## config.mk

```make
export PLATFORM = sky130hd
export DESIGN_NAME = chip8_register_alu_unit_flat
export DESIGN_NICKNAME = d
export VERILOG_FILES = /design/src/hw/rtl/c8alu_pkg.sv /design/src/hw/rtl/c8alu_if.sv /design/src/hw/rtl/c8alu_regfile.sv /design/src/hw/rtl/c8alu_exec.sv /design/src/hw/rtl/chip8_register_alu_unit.sv /design/src/flat_wrapper.sv
export SDC_FILE = /design/constraint.sdc
export NUM_CORES = 1
export LEC_CHECK = 0
export BUFFER_PORTS_ARGS = -buffer_cell sky130_fd_sc_hd__buf_2
export CAP_MARGIN = 5
export CELL_PAD_IN_SITES_DETAIL_PLACEMENT = 0
export CELL_PAD_IN_SITES_GLOBAL_PLACEMENT = 1
export CORE_MARGIN = 2
export CORE_UTILIZATION = 33
export DETAILED_ROUTE_END_ITERATION = 10
export PLACE_DENSITY = 0.61
export SETUP_SLACK_MARGIN = 0.05
export SYNTH_ARGS = -nofsm -noshare
export SYNTH_HDL_FRONTEND = slang
export SYNTH_SLANG_ARGS = --single-unit
```

## constraint.sdc

```tcl
create_clock -name clock -period 4.1 [get_ports clock]
set_clock_uncertainty 0.15 [all_clocks]
set_input_delay 0.41 -clock clock [delete_from_list [all_inputs] [get_ports clock]]
set_output_delay 0.41 -clock clock [all_outputs]
set_load 0.005 [all_outputs]
```

## src/hw/rtl/c8alu_pkg.sv

```systemverilog
// Shared types and constants for the CHIP-8 register and ALU execute unit.
`timescale 1ns / 1ps

package c8alu_pkg;

   // Register file geometry
   localparam int NUM_REGS   = 16;
   localparam int REG_AW     = 4;
   localparam logic [REG_AW-1:0] VF_INDEX = 4'hF;

   // Font sprites start here in memory
   localparam logic [15:0] FONT_BASE = 16'h0050;

   // Item commands
   localparam logic [1:0] CMD_EXEC  = 2'd0;
   localparam logic [1:0] CMD_DELAY = 2'd1;
   localparam logic [1:0] CMD_SOUND = 2'd2;

   // Opcode nibbles
   localparam logic [3:0] OP_SE_IMM  = 4'h3;
   localparam logic [3:0] OP_SNE_IMM = 4'h4;
   localparam logic [3:0] OP_SE_REG  = 4'h5;
   localparam logic [3:0] OP_LD_IMM  = 4'h6;
   localparam logic [3:0] OP_ADD_IMM = 4'h7;
   localparam logic [3:0] OP_ALU     = 4'h8;
   localparam logic [3:0] OP_SNE_REG = 4'h9;
   localparam logic [3:0] OP_LD_I    = 4'hA;
   localparam logic [3:0] OP_RND     = 4'hC;
   localparam logic [3:0] OP_MISC    = 4'hF;

   // ALU forms of 8xyN
   localparam logic [3:0] ALU_MOV = 4'h0;
   localparam logic [3:0] ALU_OR  = 4'h1;
   localparam logic [3:0] ALU_AND = 4'h2;
   localparam logic [3:0] ALU_XOR = 4'h3;
   localparam logic [3:0] ALU_ADD = 4'h4;
   localparam logic [3:0] ALU_SUB = 4'h5;
   localparam logic [3:0] ALU_SHR = 4'h6;
   localparam logic [3:0] ALU_SBN = 4'h7;
   localparam logic [3:0] ALU_SHL = 4'hE;

   // Low bytes of Fxkk
   localparam logic [7:0] MISC_GET_DT = 8'h07;
   localparam logic [7:0] MISC_SET_DT = 8'h15;
   localparam logic [7:0] MISC_SET_ST = 8'h18;
   localparam logic [7:0] MISC_ADD_I  = 8'h1E;
   localparam logic [7:0] MISC_FONT   = 8'h29;

   typedef struct packed {
      logic [1:0]  cmd;
      logic [15:0] instr_word;
      logic [7:0]  rand_byte;
   } req_payload_type;

   typedef struct packed {
      logic        handled;
      logic        skip_next;
      logic [7:0]  vx_result;
      logic [7:0]  flag_vf;
      logic [15:0] index_value;
      logic [7:0]  delay_value;
      logic [7:0]  sound_value;
      logic        sound_on;
   } rsp_payload_type;

   // Register file write request, x = 15 already folded into the VF write
   typedef struct packed {
      logic              arr_we;
      logic [REG_AW-1:0] arr_addr;
      logic [7:0]        arr_data;
      logic              vf_we;
      logic [7:0]        vf_data;
   } rf_wr_type;

   // Index and timer values
   typedef struct packed {
      logic [15:0] index_reg;
      logic [7:0]  delay_timer;
      logic [7:0]  sound_timer;
   } ctl_state_type;

endpackage

```

## src/hw/rtl/c8alu_if.sv

```systemverilog
// Valid/ready channel interfaces for request and response items.
`timescale 1ns / 1ps

interface c8alu_req_if
   import c8alu_pkg::*;
();
   logic            valid;
   logic            ready;
   req_payload_type payload;

   modport source (output valid, output payload, input ready);
   modport sink   (input valid, input payload, output ready);
endinterface

interface c8alu_rsp_if
   import c8alu_pkg::*;
();
   logic            valid;
   logic            ready;
   rsp_payload_type payload;

   modport source (output valid, output payload, input ready);
   modport sink   (input valid, input payload, output ready);
endinterface

```

## src/hw/rtl/c8alu_regfile.sv

```systemverilog
// V register file: 15-entry array plus a separate VF register, two registered read ports.
`timescale 1ns / 1ps

module c8alu_regfile
   import c8alu_pkg::*;
(
   input  logic              clock,
   input  logic              reset,
   input  logic              rd_en,
   input  logic [REG_AW-1:0] rd_addr_a,
   input  logic [REG_AW-1:0] rd_addr_b,
   input  rf_wr_type         wr,
   output logic [7:0]        rd_data_a,
   output logic [7:0]        rd_data_b,
   output logic [7:0]        vf_value
);

   logic [7:0]          vreg_mem_ff [NUM_REGS-1];
   logic [NUM_REGS-2:0] valid_ff;
   logic [NUM_REGS-2:0] valid_in;
   logic [7:0]          vf_ff;
   logic [7:0]          vf_in;
   logic [7:0]          rd_a_ff;
   logic [7:0]          rd_b_ff;

   // Next VF value, forwarded to readers of address 15
   always_comb begin
      vf_in = wr.vf_we ? wr.vf_data : vf_ff;
   end

   always_comb begin
      valid_in = valid_ff;
      if (wr.arr_we) begin
         valid_in[wr.arr_addr] = 1'b1;
      end
   end

   always_ff @(posedge clock) begin
      if (reset) begin
         vf_ff    <= '0;
         valid_ff <= '0;
      end else begin
         vf_ff    <= vf_in;
         valid_ff <= valid_in;
      end
   end

   // Write the array; entries never written read as zero
   always_ff @(posedge clock) begin
      if (wr.arr_we) begin
         vreg_mem_ff[wr.arr_addr] <= wr.arr_data;
      end
   end

   // Read both ports, write-first against a write at the same edge
   always_ff @(posedge clock) begin
      if (rd_en) begin
         if (rd_addr_a == VF_INDEX) begin
            rd_a_ff <= vf_in;
         end else if (wr.arr_we && wr.arr_addr == rd_addr_a) begin
            rd_a_ff <= wr.arr_data;
         end else if (valid_ff[rd_addr_a]) begin
            rd_a_ff <= vreg_mem_ff[rd_addr_a];
         end else begin
            rd_a_ff <= '0;
         end

         if (rd_addr_b == VF_INDEX) begin
            rd_b_ff <= vf_in;
         end else if (wr.arr_we && wr.arr_addr == rd_addr_b) begin
            rd_b_ff <= wr.arr_data;
         end else if (valid_ff[rd_addr_b]) begin
            rd_b_ff <= vreg_mem_ff[rd_addr_b];
         end else begin
            rd_b_ff <= '0;
         end
      end
   end

   assign rd_data_a = rd_a_ff;
   assign rd_data_b = rd_b_ff;
   assign vf_value  = vf_ff;

endmodule

```

## src/hw/rtl/c8alu_exec.sv

```systemverilog
// Decode and execute of one item: ALU, skip compare, index and timer updates.
`timescale 1ns / 1ps

module c8alu_exec
   import c8alu_pkg::*;
(
   input  req_payload_type item,
   input  logic [7:0]      vx,
   input  logic [7:0]      vy,
   input  logic [7:0]      vf,
   input  ctl_state_type   state,
   output rf_wr_type       wr,
   output ctl_state_type   state_next,
   output rsp_payload_type result
);

   logic [3:0]  op;
   logic [3:0]  x;
   logic [3:0]  n;
   logic [7:0]  kk;
   logic [11:0] nnn;
   logic [8:0]  sum9;
   logic        handled;
   logic        skip;
   logic        wv_en;
   logic [7:0]  wv;
   logic        flag_en;
   logic        flag;
   logic [7:0]  vf_after;
   logic [7:0]  vx_after;

   assign op   = item.instr_word[15:12];
   assign x    = item.instr_word[11:8];
   assign n    = item.instr_word[3:0];
   assign kk   = item.instr_word[7:0];
   assign nnn  = item.instr_word[11:0];
   assign sum9 = {1'b0, vx} + {1'b0, vy};

   // Decode and compute the write-back
   always_comb begin
      handled    = 1'b0;
      skip       = 1'b0;
      wv_en      = 1'b0;
      wv         = '0;
      flag_en    = 1'b0;
      flag       = 1'b0;
      state_next = state;
      unique case (item.cmd)
         CMD_EXEC: begin
            unique case (op)
               OP_SE_IMM: begin
                  handled = 1'b1;
                  skip    = (vx == kk);
               end
               OP_SNE_IMM: begin
                  handled = 1'b1;
                  skip    = (vx != kk);
               end
               OP_SE_REG: begin
                  handled = (n == 4'h0);
                  skip    = (n == 4'h0) && (vx == vy);
               end
               OP_SNE_REG: begin
                  handled = (n == 4'h0);
                  skip    = (n == 4'h0) && (vx != vy);
               end
               OP_LD_IMM: begin
                  handled = 1'b1;
                  wv_en   = 1'b1;
                  wv      = kk;
               end
               OP_ADD_IMM: begin
                  handled = 1'b1;
                  wv_en   = 1'b1;
                  wv      = vx + kk;
               end
               OP_ALU: begin
                  unique case (n)
                     ALU_MOV: begin
                        handled = 1'b1;
                        wv_en   = 1'b1;
                        wv      = vy;
                     end
                     ALU_OR: begin
                        handled = 1'b1;
                        wv_en   = 1'b1;
                        wv      = vx | vy;
                     end
                     ALU_AND: begin
                        handled = 1'b1;
                        wv_en   = 1'b1;
                        wv      = vx & vy;
                     end
                     ALU_XOR: begin
                        handled = 1'b1;
                        wv_en   = 1'b1;
                        wv      = vx ^ vy;
                     end
                     ALU_ADD: begin
                        handled = 1'b1;
                        wv_en   = 1'b1;
                        wv      = sum9[7:0];
                        flag_en = 1'b1;
                        flag    = sum9[8];
                     end
                     ALU_SUB: begin
                        handled = 1'b1;
                        wv_en   = 1'b1;
                        wv      = vx - vy;
                        flag_en = 1'b1;
                        flag    = (vx >= vy);
                     end
                     ALU_SHR: begin
                        handled = 1'b1;
                        wv_en   = 1'b1;
                        wv      = {1'b0, vx[7:1]};
                        flag_en = 1'b1;
                        flag    = vx[0];
                     end
                     ALU_SBN: begin
                        handled = 1'b1;
                        wv_en   = 1'b1;
                        wv      = vy - vx;
                        flag_en = 1'b1;
                        flag    = (vy >= vx);
                     end
                     ALU_SHL: begin
                        handled = 1'b1;
                        wv_en   = 1'b1;
                        wv      = {vx[6:0], 1'b0};
                        flag_en = 1'b1;
                        flag    = vx[7];
                     end
                     default: begin
                        handled = 1'b0;
                     end
                  endcase
               end
               OP_LD_I: begin
                  handled              = 1'b1;
                  state_next.index_reg = {4'h0, nnn};
               end
               OP_RND: begin
                  handled = 1'b1;
                  wv_en   = 1'b1;
                  wv      = item.rand_byte & kk;
               end
               OP_MISC: begin
                  unique case (kk)
                     MISC_GET_DT: begin
                        handled = 1'b1;
                        wv_en   = 1'b1;
                        wv      = state.delay_timer;
                     end
                     MISC_SET_DT: begin
                        handled                = 1'b1;
                        state_next.delay_timer = vx;
                     end
                     MISC_SET_ST: begin
                        handled                = 1'b1;
                        state_next.sound_timer = vx;
                     end
                     MISC_ADD_I: begin
                        handled              = 1'b1;
                        state_next.index_reg = state.index_reg + {8'h00, vx};
                     end
                     MISC_FONT: begin
                        // font sprite address: base plus five times the digit
                        handled              = 1'b1;
                        state_next.index_reg = FONT_BASE + {10'h000, vx[3:0], 2'b00}
                                               + {12'h000, vx[3:0]};
                     end
                     default: begin
                        handled = 1'b0;
                     end
                  endcase
               end
               default: begin
                  handled = 1'b0;
               end
            endcase
         end
         CMD_DELAY: begin
            handled = 1'b1;
            if (state.delay_timer != 8'h00) begin
               state_next.delay_timer = state.delay_timer - 8'h01;
            end
         end
         CMD_SOUND: begin
            handled = 1'b1;
            if (state.sound_timer != 8'h00) begin
               state_next.sound_timer = state.sound_timer - 8'h01;
            end
         end
         default: begin
            handled = 1'b0;
         end
      endcase
   end

   // Fold writes to V15: the flag lands after the result
   always_comb begin
      if (flag_en) begin
         vf_after = {7'h00, flag};
      end else if (wv_en && x == VF_INDEX) begin
         vf_after = wv;
      end else begin
         vf_after = vf;
      end

      if (x == VF_INDEX) begin
         vx_after = vf_after;
      end else if (wv_en) begin
         vx_after = wv;
      end else begin
         vx_after = vx;
      end

      wr.arr_we   = wv_en && (x != VF_INDEX);
      wr.arr_addr = x;
      wr.arr_data = wv;
      wr.vf_we    = flag_en || (wv_en && x == VF_INDEX);
      wr.vf_data  = vf_after;
   end

   // Assemble the response item
   always_comb begin
      result.handled     = handled;
      result.skip_next   = skip;
      result.vx_result   = vx_after;
      result.flag_vf     = vf_after;
      result.index_value = state_next.index_reg;
      result.delay_value = state_next.delay_timer;
      result.sound_value = state_next.sound_timer;
      result.sound_on    = (state_next.sound_timer != 8'h00);
   end

endmodule

```

## src/hw/rtl/chip8_register_alu_unit.sv

```systemverilog
// Top level of the CHIP-8 register and ALU execute unit.
//
//   channel  direction  handshake            payload
//   req_ch   in         valid/ready          cmd, instr_word, rand_byte
//   rsp_ch   out        valid/ready          handled, skip_next, vx_result, flag_vf,
//                                            index_value, delay_value, sound_value, sound_on
//
// One item per cycle sustained while rsp_ch is ready; a taken request passes the input register
// (register read at accept), then execute and write-back into the response register.
// State updates land at the same edge the response is registered, so the next item
// sees them through the register file's write-first read.
// Reset is synchronous and clears V registers (per-entry valid bits), I and both timers.
// A stalled response holds the input register; one request can wait behind it.
`timescale 1ns / 1ps

module chip8_register_alu_unit
   import c8alu_pkg::*;
(
   input  logic               clock,
   input  logic               reset,
   c8alu_req_if.sink          req_ch,
   c8alu_rsp_if.source        rsp_ch
);

   logic            in_valid_ff;
   logic            in_valid_in;
   req_payload_type in_item_ff;
   logic            out_valid_ff;
   logic            out_valid_in;
   rsp_payload_type out_item_ff;
   ctl_state_type   ctl_ff;
   ctl_state_type   ctl_in;
   ctl_state_type   ctl_next;
   rsp_payload_type exec_result;
   rf_wr_type       exec_wr;
   rf_wr_type       rf_wr;
   logic            accept;
   logic            advance;
   logic [7:0]      vx;
   logic [7:0]      vy;
   logic [7:0]      vf;

   // Handshake control
   assign advance      = in_valid_ff && (!out_valid_ff || rsp_ch.ready);
   assign req_ch.ready = !reset && (!in_valid_ff || advance);
   assign accept       = req_ch.valid && req_ch.ready;

   always_comb begin
      in_valid_in = in_valid_ff;
      if (accept) begin
         in_valid_in = 1'b1;
      end else if (advance) begin
         in_valid_in = 1'b0;
      end

      out_valid_in = out_valid_ff;
      if (advance) begin
         out_valid_in = 1'b1;
      end else if (rsp_ch.ready) begin
         out_valid_in = 1'b0;
      end

      ctl_in = advance ? ctl_next : ctl_ff;

      rf_wr        = exec_wr;
      rf_wr.arr_we = exec_wr.arr_we && advance;
      rf_wr.vf_we  = exec_wr.vf_we && advance;
   end

   always_ff @(posedge clock) begin
      if (reset) begin
         in_valid_ff  <= 1'b0;
         out_valid_ff <= 1'b0;
         ctl_ff       <= '0;
      end else begin
         in_valid_ff  <= in_valid_in;
         out_valid_ff <= out_valid_in;
         ctl_ff       <= ctl_in;
      end
   end

   // Capture the request and register the result
   always_ff @(posedge clock) begin
      if (accept) begin
         in_item_ff <= req_ch.payload;
      end
      if (advance) begin
         out_item_ff <= exec_result;
      end
   end

   c8alu_regfile u_regfile (
      .clock     (clock),
      .reset     (reset),
      .rd_en     (accept),
      .rd_addr_a (req_ch.payload.instr_word[11:8]),
      .rd_addr_b (req_ch.payload.instr_word[7:4]),
      .wr        (rf_wr),
      .rd_data_a (vx),
      .rd_data_b (vy),
      .vf_value  (vf)
   );

   c8alu_exec u_exec (
      .item       (in_item_ff),
      .vx         (vx),
      .vy         (vy),
      .vf         (vf),
      .state      (ctl_ff),
      .wr         (exec_wr),
      .state_next (ctl_next),
      .result     (exec_result)
   );

   assign rsp_ch.valid   = out_valid_ff;
   assign rsp_ch.payload = out_item_ff;

endmodule
```

## src/flat_wrapper.sv

```systemverilog
// flat-port wrapper written by rule: the top's interface ports become plain ports
module chip8_register_alu_unit_flat import c8alu_pkg::*;
  (clock, reset, req_ch_valid, req_ch_payload, req_ch_ready, rsp_ch_valid, rsp_ch_payload, rsp_ch_ready);
  c8alu_req_if req_ch_i ();
  c8alu_rsp_if rsp_ch_i ();
  input  logic clock;
  input  logic reset;
  input wire logic [$bits(req_ch_i.valid)-1:0] req_ch_valid;
  input wire logic [$bits(req_ch_i.payload)-1:0] req_ch_payload;
  output wire logic [$bits(req_ch_i.ready)-1:0] req_ch_ready;
  output wire logic [$bits(rsp_ch_i.valid)-1:0] rsp_ch_valid;
  output wire logic [$bits(rsp_ch_i.payload)-1:0] rsp_ch_payload;
  input wire logic [$bits(rsp_ch_i.ready)-1:0] rsp_ch_ready;
  assign req_ch_i.valid = req_ch_valid;
  assign req_ch_i.payload = req_ch_payload;
  assign req_ch_ready = req_ch_i.ready;
  assign rsp_ch_valid = rsp_ch_i.valid;
  assign rsp_ch_payload = rsp_ch_i.payload;
  assign rsp_ch_i.ready = rsp_ch_ready;
  chip8_register_alu_unit u_core (.clock(clock), .reset(reset), .req_ch(req_ch_i), .rsp_ch(rsp_ch_i));
endmodule
```

==> results of run 1 <==
## final timing paths
kind	to	cells after the start	slack, ns	from
max	u_core.u_regfile.vreg_mem_ff[13][2]$_DFFE_PP_	10	0.36	u_core.u_regfile.rd_data_a[0]$_DFFE_PP_
min	u_core.in_item_ff[12]$_DFFE_PP_	1	0.11	req_ch_payload[12]
max reg2reg	u_core.u_regfile.vreg_mem_ff[13][2]$_DFFE_PP_	10	0.36	u_core.u_regfile.rd_data_a[0]$_DFFE_PP_
min reg2reg	u_core.ctl_ff[16]$_SDFFE_PP0P_	2	0.34	u_core.ctl_ff[16]$_SDFFE_PP0P_
## area by class of cell
cell class | count | area [um2] | share of cell area
tap | 615 | 769 | 0.0413
clock buffer | 38 | 812 | 0.0436
clock inverter | 20 | 254 | 0.0136
inverter | 58 | 219 | 0.0118
multi-input combinational | 1012 | 7690 | 0.413
timing repair buffer | 195 | 1350 | 0.0723
sequential | 270 | 7540 | 0.405
## what timing repair did
item,4_1_cts,5_1_grt
setup endpoints to repair,0,30
hold buffers,20,0
gates resized for setup,0,2
hold endpoints to repair,20,0
## placed cells by master, fill, tap and decap left out, types with 9 or more instances in the layout
cell type	instances
nor2b_1	15
xnor2_1	13
clkbuf_16	31
nand2b_1	21
nand2_1	111
a221o_1	9
nor4_1	12
dlygate4sd3_1	20
a31oi_1	18
buf_2	82
mux4_2	75
nor3_1	28
ha_1	57
o21ai_0	83
dfxtp_1	57
o221ai_1	23
a22oi_1	19
mux2i_1	24
xor2_1	11
inv_1	55
edfxtp_1	213
a211oi_1	24
nand3_1	25
a221oi_1	10
a21oi_1	88
nor2_1	156
o21a_1	10
a21o_1	11
o22ai_1	9
buf_4	90
## power breakdown
| part | internal, uW | switching (uW) | total [uW] | leakage [uW] |
|---|---|---|---|---|
| Sequential | 3010 | 62.3 | 3070 | 0.00261 |
| Clock | 1730 | 1180 | 2910 | 0.000512 |
| Combinational | 326 | 482 | 808 | 0.00380 |
| Total | 5070 | 1730 | 6790 | 0.00693 |
## sequential cells by signal, summed over array words and instances, names as in the netlist
name                          cells
u_core.u_regfile.rd_data_b        8
u_core.in_valid_ff                1
u_core.ctl_ff                    32
u_core.in_item_ff                26
u_core.u_regfile.rd_data_a        8
u_core.u_regfile.vreg_mem_ff    120
u_core.rsp_ch.payload            51
u_core.u_regfile.valid_ff        15
u_core.u_regfile.vf_value         8
u_core.rsp_ch.valid               1
## metrics by stage
stage / cells / hold slack (ns) / util / instance area, um2 / power, uW
final: 2208 / 0.106 / 0.393 / 18600 / 6790
after global routing: 2208 / 0.130 / 0.393 / 18600 / 7060
after CTS: 2208 / 0.0872 / 0.392 / 18600 / 6870
after detailed placement: 2130 / 0.325 / 0.366 / 17400 / 3920
after global placement: 2130 / 0.315 / 0.366 / 17400 / 3920
after floorplan: 1430 / 0.298 / - / 15800 / 3630
## cells by family after synthesis
group,share of synthesized area
flops,0.477
fa+ha+maj,0.0528
mux,0.126
compound gates,0.160
xor+xnor,0.0133
simple gates,0.134
buf+inv,0.0361
## layer usage
metal,wire (um),share of wire
met1,22600,0.44
met2,24500,0.48
met3,2710,0.053
met4,1750,0.034
met5,0,0
==> flow_metrics.env, run 1 <==
export IMPL_met1_usage=0.285
export IMPL_yosysTopAreaCell="edfxtp_1"
export IMPL_nets=1661
export IMPL_post_route_drc_count=0
export IMPL_cts_made_buffers=31
export IMPL_synth_area_leaders="edfxtp_1 (41%), mux4_2 (11%), dfxtp_1 (7.2%)"
export IMPL_wl_per_cell_um=23.3
export IMPL_grt_pass1_vias=12300
export IMPL_slew_viol_final=0
export IMPL_rsz0062_at_grt="no"
export IMPL_antenna_found_initial=0
export IMPL_power_density_mw_per_mm2=365
export IMPL_drive_gt1_frac=0.203
export IMPL_p_leak_uw=0.00693
export IMPL_cpLargestDelayFamily="compound AO/OA/AOI/OAI gates"
export IMPL_place_hpwl_um=37100
export IMPL_drt_iter0_markers=1202
export IMPL_ys_ff_latch=270
export IMPL_antenna_left=0
export IMPL_synth_edff_count=213
export IMPL_pin_count=83
export IMPL_synthTopCellsByCount="edfxtp_1 (213), nor2_1 (158), nand2_1 (111), a21oi_1 (88), o21ai_0 (83)"
export IMPL_slew_headroom=0.377
export IMPL_synth_cells=1430
export IMPL_worst_slew_pin_slew_ns=0.923
export IMPL_yosysTopAreaCellShare=0.405
export IMPL_grt_use_met3=0.0237
export IMPL_drt_wl_total_um=51600
export IMPL_period_needed_ns=3.74
export IMPL_areaGrowthSynthToFinish_pct=18.0
export IMPL_dieArea_mm2=0.0496
export IMPL_cp_data_arrival_time_ns=3.87
export IMPL_place_congestion=0.926
export IMPL_tns_ns=0
export IMPL_dp_slack_ns=0.343
export IMPL_crit_slowest_cell="a221oi_1"
export IMPL_gr_usage_all_layers=0.207
export IMPL_critPathMaxFanout=15
export IMPL_cts_root_buf="clkbuf_16"
export IMPL_post_cts_setup_buffers=0
export IMPL_clkLatencyLatePin_ns=0.60
export IMPL_die_w_um=223
export IMPL_grt_max_degree=68
export IMPL_period_share=0.911
export IMPL_syn_nets=1523
export IMPL_grt_pass1_wl_um=78300
export IMPL_die_h_um=223
export IMPL_synth_cell_area_mm2=0.0158
export IMPL_hold_path_class="input pin to flip-flop"
export IMPL_num_vias=12500
export IMPL_crit_top_cell="inv_1"
export IMPL_clk_path_buf_depth=3
export IMPL_status="completed"
export IMPL_synth_ff_type="edfxtp_1"
export IMPL_yosysSeqAreaShare=0.477
export IMPL_worstPathCellList="inv_1, ha_1, fa_1, mux2_2, a221o_1, a32oi_1, o21ai_0, a221oi_1, nand2b_1, inv_1"
export IMPL_h_tree_depth=1
export IMPL_diodes=0
export IMPL_rows=80
export IMPL_core_area_mm2=0.0474
export IMPL_use_met2=0.338
export IMPL_clkSinkCount=270
export IMPL_avgSynthCellArea_um2=11.0
export IMPL_port_buffers=82
export IMPL_vias_per_cell=5.67
export IMPL_grt_busiest_layer="met2"
export IMPL_cpPeakStageDelay_ns=0.59
export IMPL_crit_path_end_kind="flip-flop"
export IMPL_synthArstFlopShare=0
export IMPL_cts_tree="done"
export IMPL_worstPathRequired_ns=4.23
export IMPL_setup_ws_ns=0.364
export IMPL_crit_buf_inv=2
export IMPL_initial_core_util=0.333
export IMPL_yosysMostFrequentCell="edfxtp_1"
export IMPL_setup_viol=0
export IMPL_maxCapViolCount=0
export IMPL_vdd_drop_max_v=0.000361
export IMPL_clk_pin_slew_ns=0.06
export IMPL_grt_overflow=0
export IMPL_final_hold_viol_count=0
export IMPL_start_kind="flip-flop"
export IMPL_synthDistinctLibCells=82
export IMPL_nFillCells=4664
export IMPL_drtPass1Iterations=5
export IMPL_ys_warnings_count=0
export IMPL_path_class="flip-flop to flip-flop"
export IMPL_max_freq_mhz=268
No activity file was read; power rests on OpenSTA's default activity.
==> run 2, diff against run 1 <==
--- a/config.mk
+++ b/config.mk
@@ -9,7 +9,7 @@
 export CAP_MARGIN = 5
 export CELL_PAD_IN_SITES_DETAIL_PLACEMENT = 0
 export CELL_PAD_IN_SITES_GLOBAL_PLACEMENT = 1
-export CORE_MARGIN = 2
+export CORE_MARGIN = 10
 export CORE_UTILIZATION = 33
 export DETAILED_ROUTE_END_ITERATION = 10
 export PLACE_DENSITY = 0.61
==> run 2 against run 1 <==
Net effect:
- clock power shrank 7.9%
- non-clock buffer count shrank 4
- sequential power is essentially flat
- register-to-register slack lost 0.08 ns
- final area shrank 0.65%
- critical path depth shrank 1
- fmax shrank 2.0%
- global-route usage shrank 3.0 points
- cell count shrank 0.23%
- worst hold slack gained 0.012 ns
- largest cell class unchanged
- routed wire length shrank 0.40%
- largest power group unchanged
==> flow_metrics.env, run 2 (synthesis gave the netlist of run 1 again) <==
export IMPL_status="completed"
export IMPL_hold_path_class="input pin to flip-flop"
export IMPL_setup_ws_ns=0.286
export IMPL_grt_pass1_vias=12200
export IMPL_reg2reg_depth=9
export IMPL_crit_path_end_kind="flip-flop"
export IMPL_die_h_um=239
export IMPL_p_leak_uw=0.00688
export IMPL_initial_core_util=0.332
export IMPL_areaGrowthSynthToFinish_pct=17.2
export IMPL_drt_iter0_markers=1037
export IMPL_grt_max_degree=60
export IMPL_worst_path_stages=9
export IMPL_post_cts_setup_buffers=0
export IMPL_diodes=0
export IMPL_dp_slack_ns=0.382
export IMPL_maxCapViolCount=0
export IMPL_worstPathCellList="buf_4, ha_1, or3_1, a211oi_1, a221oi_1, a21oi_1, a211oi_1, o31a_1, nor2_1"
export IMPL_cpLargestDelayFamily="compound AO/OA/AOI/OAI gates"
export IMPL_dpl_cell_area_mm2=0.0173
export IMPL_crit_slowest_cell="nor2_1"
export IMPL_dieArea_mm2=0.0570
export IMPL_critPathMaxFanout=15
export IMPL_grt_pass1_wl_um=77500
export IMPL_rsz0062_at_grt="no"
export IMPL_num_vias=12400
export IMPL_cp_data_arrival_time_ns=3.90
export IMPL_final_hold_viol_count=0
export IMPL_gr_usage_all_layers=0.177
export IMPL_clkSinkCount=270
export IMPL_worst_slew_pin_slew_ns=1.20
export IMPL_slew_viol_final=0
export IMPL_period_share=0.930
export IMPL_place_hpwl_um=37100
export IMPL_crit_top_cell="a211oi_1"
export IMPL_drt_wl_total_um=51300
export IMPL_setup_viol=0
export IMPL_period_needed_ns=3.81
export IMPL_cts_tree="done"
export IMPL_h_tree_depth=1
export IMPL_drive_gt1_frac=0.198
export IMPL_pin_count=83
export IMPL_vias_per_cell=5.64
export IMPL_stdcell_area_mm2=0.0185
export IMPL_cpPeakStageDelay_ns=0.80
export IMPL_nets=1657
export IMPL_max_freq_mhz=262
export IMPL_slew_headroom=0.194
export IMPL_cts_made_buffers=31
export IMPL_die_w_um=239
export IMPL_final_common_cell="edfxtp_1"
export IMPL_antenna_left=0
export IMPL_regMostFlops="u_core.u_regfile.vreg_mem_ff"
export IMPL_largest_reg_flops=120
export IMPL_vdd_drop_max_v=0.000321
export IMPL_antenna_found_initial=0
export IMPL_tns_ns=0
export IMPL_path_class="flip-flop to flip-flop"
export IMPL_place_congestion=0.902
export IMPL_port_buffers=82
export IMPL_fin_util=0.389
export IMPL_clk_path_buf_depth=3
export IMPL_cts_root_buf="clkbuf_16"
export IMPL_start_kind="flip-flop"
export IMPL_clk_pin_slew_ns=0.06
export IMPL_most_common_layout_cells="edfxtp_1 (213), nor2_1 (157), nand2_1 (111)"
export IMPL_worstPathRequired_ns=4.19
export IMPL_wl_per_cell_um=23.3
export IMPL_power_density_mw_per_mm2=354
export IMPL_drtPass1Iterations=5
export IMPL_post_route_drc_count=0
export IMPL_core_area_mm2=0.0475
export IMPL_min_path_cells=1
export IMPL_rows=80
export IMPL_crit_buf_inv=1
export IMPL_grt_overflow=0
export IMPL_clkLatencyLatePin_ns=0.59
-- run 2: worst register-to-register path, cell delays in order (launching register included) --
cell,delay [ns]
edfxtp_1,0.38
buf_4,0.22
ha_1,0.28
or3_1,0.38
a211oi_1,0.45
a221oi_1,0.18
a21oi_1,0.18
a211oi_1,0.07
o31a_1,0.36
nor2_1,0.80
-- run 2: timing repair --
item / 4_1_cts / 5_1_grt
endpoints found under the setup margin: 0 / 15
gates resized for setup: 0 / 1
hold buffers: 20 / 0
endpoints found under the hold margin: 20 / 0
-- run 2: path summary, 6_finish.rpt --
kind | startpoint | to | slack (ns)
worst max register to register | u_core.u_regfile.rd_data_a[3]$_DFFE_PP_ | u_core.u_regfile.vreg_mem_ff[5][5]$_DFFE_PP_ | 0.29
worst min-delay path | req_ch_payload[16] | u_core.in_item_ff[16]$_DFFE_PP_ | 0.12
worst min register to register | u_core.ctl_ff[16]$_SDFFE_PP0P_ | u_core.ctl_ff[16]$_SDFFE_PP0P_ | 0.33
worst max-delay path | u_core.u_regfile.rd_data_a[3]$_DFFE_PP_ | u_core.u_regfile.vreg_mem_ff[5][5]$_DFFE_PP_ | 0.29
-- run 2: final cells by class --
type	count	area (um2)
clock buffer	40	851
clock inverter	17	126
fill	4637	29000
inverter	58	219
multi-input combinational	1012	7690
sequential	270	7540
tap	615	769
timing repair buffer	191	1320
-- run 2: layer usage --
layer,global-route usage,vias up,wire (um)
li1,-,5771,-
met1,0.237,6169,22900
met2,0.287,405,24000
met3,0.0275,78,2910
met4,0.0557,0,1500
met5,0,-,0
-- run 2: report_power, final --
| group | total (uW) | internal [uW] | switching [uW] |
|---|---|---|---|
| clock | 2680 | 1530 | 1150 |
| combinational | 806 | 326 | 481 |
| sequential | 3070 | 3010 | 63.2 |
-- run 2: metrics by stage --
stage / power, uW / hold WS (ns) / cells
floorplan: 3630 / 0.298 / 1430
global placement: 3920 / 0.313 / 2126
detailed placement: 3920 / 0.319 / 2126
CTS: 6640 / 0.0918 / 2203
global route: 6830 / 0.112 / 2203
finish: 6560 / 0.118 / 2203
==> run 3, diff against run 2 <==
--- a/config.mk
+++ b/config.mk
@@ -13,6 +13,7 @@
 export CORE_UTILIZATION = 33
 export DETAILED_ROUTE_END_ITERATION = 10
 export PLACE_DENSITY = 0.61
+export REMOVE_ABC_BUFFERS = 1
 export SETUP_SLACK_MARGIN = 0.05
 export SYNTH_ARGS = -nofsm -noshare
 export SYNTH_HDL_FRONTEND = slang
==> run 3 against run 2 <==
Net effect:
- clock power hardly changed
- via count decreased by 0.60%
- worst setup slack improved by 0.077 ns
- worst hold slack better by 0.049 ns
- first-iteration DRC count increased by 11%
- routed wire length grew 0.78%
- cell count is the same
- fmax rose by 2.1%
- critical path depth rose by 1
- critical endpoint is now u_core.u_regfile.vreg_mem_ff[6][2]$_DFFE_PP_
- largest power group unchanged
==> flow_metrics.env, run 3 (synthesis gave the netlist of run 1 again) <==
export IMPL_antenna_found_initial=0
export IMPL_final_common_cell="edfxtp_1"
export IMPL_areaGrowthSynthToFinish_pct=17.0
export IMPL_fin_util=0.389
export IMPL_power_density_mw_per_mm2=354
export IMPL_place_congestion=0.938
export IMPL_diodes=0
export IMPL_p_leak_uw=0.00687
export IMPL_max_freq_mhz=268
export IMPL_worstPathCellList="inv_1, ha_1, fa_1, mux2_2, a221o_1, a32oi_1, o21ai_0, a221oi_1, nand2b_1, inv_1"
export IMPL_cp_data_arrival_time_ns=3.87
export IMPL_wl_per_cell_um=23.5
export IMPL_gr_usage_all_layers=0.177
export IMPL_totalPowerFinal_uw=6550
export IMPL_final_hold_viol_count=0
export IMPL_maxCapViolCount=0
export IMPL_grt_overflow=0
export IMPL_seqPwrFrac=0.470
export IMPL_setup_ws_ns=0.363
export IMPL_p_sw_uw=1680
export IMPL_worst_slew_pin_slew_ns=1.15
export IMPL_period_needed_ns=3.74
export IMPL_cts_root_buf="clkbuf_16"
export IMPL_drt_iter0_markers=1156
export IMPL_clk_path_buf_depth=3
export IMPL_port_buffers=82
export IMPL_grt_pass1_wl_um=77900
export IMPL_path_class="flip-flop to flip-flop"
export IMPL_regMostFlops="u_core.u_regfile.vreg_mem_ff"
export IMPL_status="completed"
export IMPL_core_area_mm2=0.0475
export IMPL_crit_buf_inv=2
export IMPL_h_tree_depth=1
export IMPL_vdd_drop_max_v=0.000387
export IMPL_stdcell_count=2203
export IMPL_setup_viol=0
export IMPL_start_kind="flip-flop"
export IMPL_reg2reg_depth=10
export IMPL_crit_path_end_kind="flip-flop"
export IMPL_dieArea_mm2=0.0570
export IMPL_post_cts_setup_buffers=0
export IMPL_grt_pass1_vias=12300
export IMPL_place_hpwl_um=38000
export IMPL_rsz0062_at_grt="no"
export IMPL_pwr_share_comb=0.121
export IMPL_critPathMaxFanout=15
export IMPL_grt_max_degree=54
export IMPL_cpLargestDelayFamily="compound AO/OA/AOI/OAI gates"
export IMPL_worst_path_stages=10
export IMPL_cpPeakStageDelay_ns=0.59
export IMPL_antenna_left=0
export IMPL_clkSinkCount=270
export IMPL_crit_slowest_cell="a221oi_1"
export IMPL_drt_wl_total_um=51700
export IMPL_cts_made_buffers=31
export IMPL_clkLatencyLatePin_ns=0.60
export IMPL_hold_path_class="input pin to flip-flop"
export IMPL_worstPathRequired_ns=4.23
export IMPL_slew_headroom=0.233
export IMPL_pin_count=83
export IMPL_nets=1657
export IMPL_initial_core_util=0.332
export IMPL_clk_pin_slew_ns=0.06
export IMPL_pwr_share_clk=0.408
export IMPL_cts_tree="done"
export IMPL_drive_gt1_frac=0.198
export IMPL_crit_top_cell="inv_1"
export IMPL_vias_per_cell=5.61
export IMPL_internal_power_uw=4870
export IMPL_die_h_um=239
export IMPL_rows=80
export IMPL_dp_slack_ns=0.251
export IMPL_slew_viol_final=0
export IMPL_num_vias=12300
export IMPL_die_w_um=239
export IMPL_most_common_layout_cells="edfxtp_1 (213), nor2_1 (157), nand2_1 (111)"
export IMPL_place_inst=2126
export IMPL_post_route_drc_count=0
export IMPL_swShare=0.256
export IMPL_largest_reg_flops=120
export IMPL_drtPass1Iterations=5
export IMPL_period_share=0.912
export IMPL_min_path_cells=1
-- run 3: layer usage --
metal,vias up,GRT usage,routed length (um)
met5,-,0,0
met1,6135,0.220,21600
met4,0,0.0452,1270
met2,371,0.315,26100
met3,70,0.0260,2770
li1,5773,-,-
-- run 3: metrics by stage --
stage               TNS [ns]  hold slack [ns]  cell area, um2
finish                     0            0.167           18500
CTS                        0            0.136           18500
detailed placement         0            0.332           17300
floorplan             -0.464            0.297           15400
global route               0            0.152           18500
global placement           0            0.324           17300
-- run 3: final timing paths --
| check | start | endpoint | slack, ns |
|---|---|---|---|
| worst max-delay path | u_core.u_regfile.rd_data_a[0]$_DFFE_PP_ | u_core.u_regfile.vreg_mem_ff[6][2]$_DFFE_PP_ | 0.36 |
| worst min-delay path | req_ch_payload[18] | u_core.in_item_ff[18]$_DFFE_PP_ | 0.17 |
| worst max register to register | u_core.u_regfile.rd_data_a[0]$_DFFE_PP_ | u_core.u_regfile.vreg_mem_ff[6][2]$_DFFE_PP_ | 0.36 |
| worst min register to register | u_core.ctl_ff[16]$_SDFFE_PP0P_ | u_core.ctl_ff[16]$_SDFFE_PP0P_ | 0.34 |
-- run 3: final cells by class --
type / count / area (um2)
fill: 4619 / 29100
multi-input combinational: 1012 / 7690
sequential: 270 / 7540
timing repair buffer: 191 / 1290
clock buffer: 43 / 831
tap: 615 / 769
inverter: 58 / 219
clock inverter: 14 / 139
-- run 3: power by group through the flow --
stage                     Combinational [uW]  Sequential (uW)  Clock [uW]
after detailed placement                 780             3140           0
after global routing                     869             3090        2850
final                                    793             3080        2670
after CTS                                798             3080        2760
after floorplan                          449             3130           0
after global placement                   781             3130           0
-- run 3: what timing repair did --
action                                  in CTS  in global routing
hold buffers                                20                  0
endpoints found under the setup margin       0                 15
resized for setup                            0                  1
endpoints found under the hold margin       20                  0
